**src/rtl/core/qrv_out.sv**
```systemverilog
// Stage 5: add the pivot back, clamp to the coordinate range, output register.
// Standalone; no package items needed beyond widths passed in.
`default_nettype none

module qrv_out #(
	parameter int CW = 32,
	parameter int SW = 41
) (
	input  wire logic                 clk,
	input  wire logic                 arst_n,
	input  wire logic                 in_valid,
	output logic                      in_ready,
	input  wire logic signed [SW-1:0] rsum [3],
	input  wire logic signed [CW-1:0] piv [3],
	output logic                      out_valid,
	input  wire logic                 out_ready,
	output logic signed [CW-1:0]      rot [3],
	output logic                      sat
);

	localparam int TW = SW + 1;
	localparam logic [CW-1:0] COORD_MAX = {1'b0, {(CW-1){1'b1}}};
	localparam logic [CW-1:0] COORD_MIN = {1'b1, {(CW-1){1'b0}}};

	logic                 vld_s5;
	logic                 rdy_s5;
	logic signed [TW-1:0] tot [3];
	logic        [2:0]    ovf;
	logic signed [CW-1:0] clamped [3];
	logic signed [CW-1:0] rot_s5 [3];
	logic                 sat_s5;

	assign rdy_s5   = !vld_s5 || out_ready;
	assign in_ready = rdy_s5;

	// Out of range when the bits above the coordinate's sign bit disagree with it.
	always_comb begin
		for (int r = 0; r < 3; r++) begin
			tot[r] = TW'(rsum[r]) + TW'(piv[r]);
			ovf[r] = !((&tot[r][TW-1:CW-1]) || !(|tot[r][TW-1:CW-1]));
			if (!ovf[r]) begin
				clamped[r] = tot[r][CW-1:0];
			end else if (tot[r][TW-1]) begin
				clamped[r] = COORD_MIN;
			end else begin
				clamped[r] = COORD_MAX;
			end
		end
	end

	always_ff @(posedge clk or negedge arst_n) begin
		if (!arst_n) begin
			vld_s5 <= 1'b0;
		end else if (rdy_s5) begin
			vld_s5 <= in_valid;
		end
	end

	always_ff @(posedge clk) begin
		if (rdy_s5 && in_valid) begin
			rot_s5 <= clamped;
			sat_s5 <= |ovf;
		end
	end

	assign out_valid = vld_s5;
	assign rot       = rot_s5;
	assign sat       = sat_s5;

endmodule

`default_nettype wire

```
**config.mk**
```make
export PLATFORM = sky130hd
export DESIGN_NAME = qrv_out
export DESIGN_NICKNAME = d
export VERILOG_FILES = /design/src/rtl/core/qrv_out.sv
export SDC_FILE = /design/constraint.sdc
export NUM_CORES = 1
export LEC_CHECK = 0
export ABC_AREA = 1
export BUFFER_PORTS_ARGS = -buffer_cell sky130_fd_sc_hd__clkbuf_2
export CAP_MARGIN = 20
export CORE_MARGIN = 1
export CORE_UTILIZATION = 45
export CTS_BUF_LIST = sky130_fd_sc_hd__clkbuf_8
export CTS_CLUSTER_DIAMETER = 200
export CTS_CLUSTER_SIZE = 30
export DETAILED_ROUTE_END_ITERATION = 8
export PLACE_DENSITY = 0.69
export SYNTH_ARGS = -nofsm -noshare
export SYNTH_HDL_FRONTEND = slang
export SYNTH_SLANG_ARGS = --single-unit
```
**constraint.sdc**
```tcl
create_clock -name clk -period 9 [get_ports clk]
set_input_delay 0.45 -clock clk [delete_from_list [all_inputs] [get_ports clk]]
set_output_delay 0.45 -clock clk [all_outputs]
set_load 0.02 [all_outputs]
```
# == Yosys cells after proc, flatten, opt, wreduce, memory -nomap -nowiden ==
# Index checks and enable logic that the tools add are counted.
# op_classes
reduce_logical,19
addsub,3
muxes,6
# op_table
cell,count
$mux W32,6
$add A41 B32 Y42,3
$reduce_and A11 Y1,3
$reduce_or A11 Y1,3
$logic_not A1 Y1,7
$logic_or A1 B1 Y1,4
$reduce_or A3 Y1,1
$logic_and A1 B1 Y1,1
# totals
elab_cells,33
in_bits,223
regBits,98
output_inout_bits,99

# == Logic depth before layout (Yosys ltp) ==
# logic_depth
depth_word,6
ltp_mapped,21
ltp_nobuf,20

# == Worst setup path after synthesis ==
# OpenSTA, ideal clock, no wires.
# synth_timing
kind,reg-to-reg
from,register vld_s5 (netlist: out_valid)
to,"register rot_s5 (netlist bit rot[0]), enable pin"
path_stages_with_launch,2
t_arrival_ns,5.199
setup_time_ns,0.585
synth_period_minus_slack_ns,5.784
setup_slack_ns,3.216
t_required_ns,8.415
cell_sequence,dfrtp_1 > a21oi_1
# synth_via
elab_chain_len,3
# synth_lines
item,line_no,text
from (decl),25,logic vld_s5;
from (signal assigned),55,vld_s5 <= in_valid;
$logic_not A1 Y1,33,assign rdy_s5 = !vld_s5 || out_ready;
$logic_or A1 B1 Y1,33,
$logic_and A1 B1 Y1,60,if (rdy_s5 && in_valid) begin
to (signal assigned),61,rot_s5 <= clamped;
to (decl),30,logic signed [CW-1:0] rot_s5 [3];
# Every way passes these cells.
# A chain may end at the register's enable or synchronous reset.

==> results.sh <==
export IMPL_clk_path_buf_depth=2
export IMPL_cts_root_buf="clkbuf_8"
export IMPL_hpwl_microns=40000
export IMPL_place_congestion=0.989
export IMPL_antenna_found_initial=0
export IMPL_die_h_microns=177
export IMPL_max_freq_mhz=305
export IMPL_dieArea_sq_um=31300
export IMPL_portBuffers=321
export IMPL_vias=15341
export IMPL_yosys_cell_types_count=35
export IMPL_synthCells=2313
export IMPL_arrival_ns=3.42
export IMPL_drt_iter0_drc=1123
export IMPL_syn_nets=2662
export IMPL_wl_microns=46600
export IMPL_yosysWarnings=0
export IMPL_p_leak_nw=9.18
export IMPL_final_core_util=0.532
export IMPL_clock_sinks=98
export IMPL_cts_resized=0
export IMPL_maxCapViolCount=0
export IMPL_drive_above_1_share=0.149
export IMPL_nets=2979
export IMPL_setup_tns_ns=0
export IMPL_insertion_delay_ns=0.41
export IMPL_first_global_vias=14311
export IMPL_core_area_sq_um=29900
export IMPL_setup_ws_ns=5.72
export IMPL_overflow=0
export IMPL_cts_tree="done"
export IMPL_hp_class="in -> reg"
export IMPL_synth_seq_area_share=0.214
export IMPL_status="complete, no violations"
export IMPL_numCtsBuffers=9
export IMPL_drc=0
export IMPL_dr_pass1_iters=6
export IMPL_rsz0062_at_grt="false"
export IMPL_netlist_area_sq_um=13700
export IMPL_hold_violations=0
export IMPL_postSynth_asyncResetShare=0.0102
export IMPL_slowest_delay_ns=0.50
export IMPL_num_rows=63
export IMPL_ant_nets=0
export IMPL_endpoint_kind="flip-flop"
export IMPL_worstPathMaxFanout=31
export IMPL_vdd_drop_max_mv=0.0661
export IMPL_startpoint_type="primary input"
export IMPL_avgSynthCellArea_sq_um=5.94
export IMPL_htree_levels=3
export IMPL_skew_ns=0.0111
export IMPL_cpLargestDelayFamily="simple AND/OR/NAND/NOR gates"
export IMPL_viasPerCell=5.07
export IMPL_grt_pass1_wl_microns=72500
export IMPL_setup_viol=0
export IMPL_synth_seq_cells=98
export IMPL_wl_per_cell_microns=15.4
export IMPL_dp_slack_ns=5.29
export IMPL_dieWidth_microns=177
export IMPL_synth_edff_count=97
export IMPL_most_common_layout_cells="1040 x nand2_1, 343 x inv_1, 321 x clkbuf_2"
export IMPL_post_cts_setup_buffers=0
export IMPL_cp_common_cell="nand2_1"
export IMPL_crit_type="in -> reg"
export IMPL_pin_count=322
export IMPL_power_density_nw_per_um2=117
export IMPL_syn2layout_area_growth_pct=15.6
export IMPL_required_ns=9.14
export IMPL_period_needed_ns=3.28
export IMPL_groute_usage_overall=0.296
export IMPL_synthFlopType="edfxtp_1"
export IMPL_timing_final_crit_share=0.364
export IMPL_finalMaxSlewViolations=0
export IMPL_max_slew_margin=0.515
export IMPL_grt_start_max_net_pins=55
export IMPL_worst_slew_pin_slew_ns=0.728
export IMPL_final_common_cell="nand2_1"
export IMPL_start_util=0.460
export IMPL_path_buf_inv=1
export IMPL_clkTransAtPathRegs_ns=0.11
export IMPL_cp_slowest_cell="nand3_2"
export IMPL_cp_cell_sequence="clkbuf_2 > ha_1 > fa_1 > nand2_1 > nand3_1 > and2_1 > nand3_1 > nand3_1 > nand2_1 > nand3_1 > nand2_1 > nand2_1 > nor2_1 > nand3_2 > nand3_2 > nand2_1"
export IMPL_antenna_cells=0
flip-flops by register name, indices dropped and copies added (netlist names):
name       flops
out_valid      1
rot           96
sat            1
worst reg2reg max path: stages, from the launching register on:
cell and delay, ns:
dfrtp_1 0.44, a21oi_4 0.15, buf_4 0.50, buf_4 0.70
power breakdown:
| part | internal, W | switching [W] |
|---|---|---|
| clock network | 0.000157 | 0.000177 |
| registers | 0.000569 | 0.0000195 |
| logic | 0.000319 | 0.000622 |
| total | 0.00105 | 0.000818 |
final timing paths:
check	from	endpoint	slack, ns	depth (start not counted)
worst max register to register	out_valid	rot[63]	6.82	3
max in group asynchronous	arst_n	out_valid	8.52	2
worst min register to register	out_valid	out_valid	0.71	2
min in group asynchronous	arst_n	out_valid	0.39	2
worst min-delay path	in_valid	out_valid	0.30	3
worst max-delay path	rsum[41]	rot[58]	5.72	16
cells by family after synthesis:
group	after synthesis	synth area share
AND/OR/NAND/NOR	1473	0.439
buffers and inverters	366	0.109
AO/OA/AOI/OAI	163	0.0658
adder cells (fa/ha/maj)	126	0.116
flip-flops	98	0.214
XOR/XNOR	87	0.0554
Yosys cell counts (17+ instances only):
library cell  instances  area share
nand2_1            1040        0.28
inv_1               341       0.093
nor2_1              205       0.056
ha_1                123        0.11
nand3_1             118       0.043
a21oi_1             100       0.036
edfxtp_1             97        0.21
xor2_1               57       0.036
xnor2_1              30       0.019
nand4_1              29       0.013
o21ai_0              19      0.0069
a31oi_1              18      0.0082
nand3_2              18       0.013
buf_6                17       0.014
what timing repair did:
action                                  4_1_cts  5_1_grt
hold buffers                                  1        0
hold endpoints to repair                      1        0
endpoints found under the setup margin        0        0
per-stage QoR:
stage                     cells  area, sq um  power (W)  hold slack [ns]
after global placement     3008        15700    0.00152            0.225
after CTS                  3025        15900    0.00186            0.293
final                      3025        15900    0.00186            0.295
after global routing       3025        15900    0.00200            0.318
after detailed placement   3008        15700    0.00153            0.237
after floorplan            2313        13700    0.00125            0.154
area by class of cell:
type,count,area (sq um)
fillers,3113,14000
multi-input cells,1849,9320
flip-flops and latches,98,2940
repair buffers,324,1630
inverters,348,1310
well taps,390,488
clock buffers,9,124
clock inverters,7,93.8
routing by layer:
layer	global-route usage	vias up	wire [microns]	part of all wire
met5	0	-	0	0
met3	0.0262	80	2530	0.054
met4	0.0991	0	1300	0.028
met1	0.373	6829	20300	0.44
met2	0.528	536	22500	0.48
li1	-	7896	-	-
Note: power is estimated with default switching activity, not from simulation.
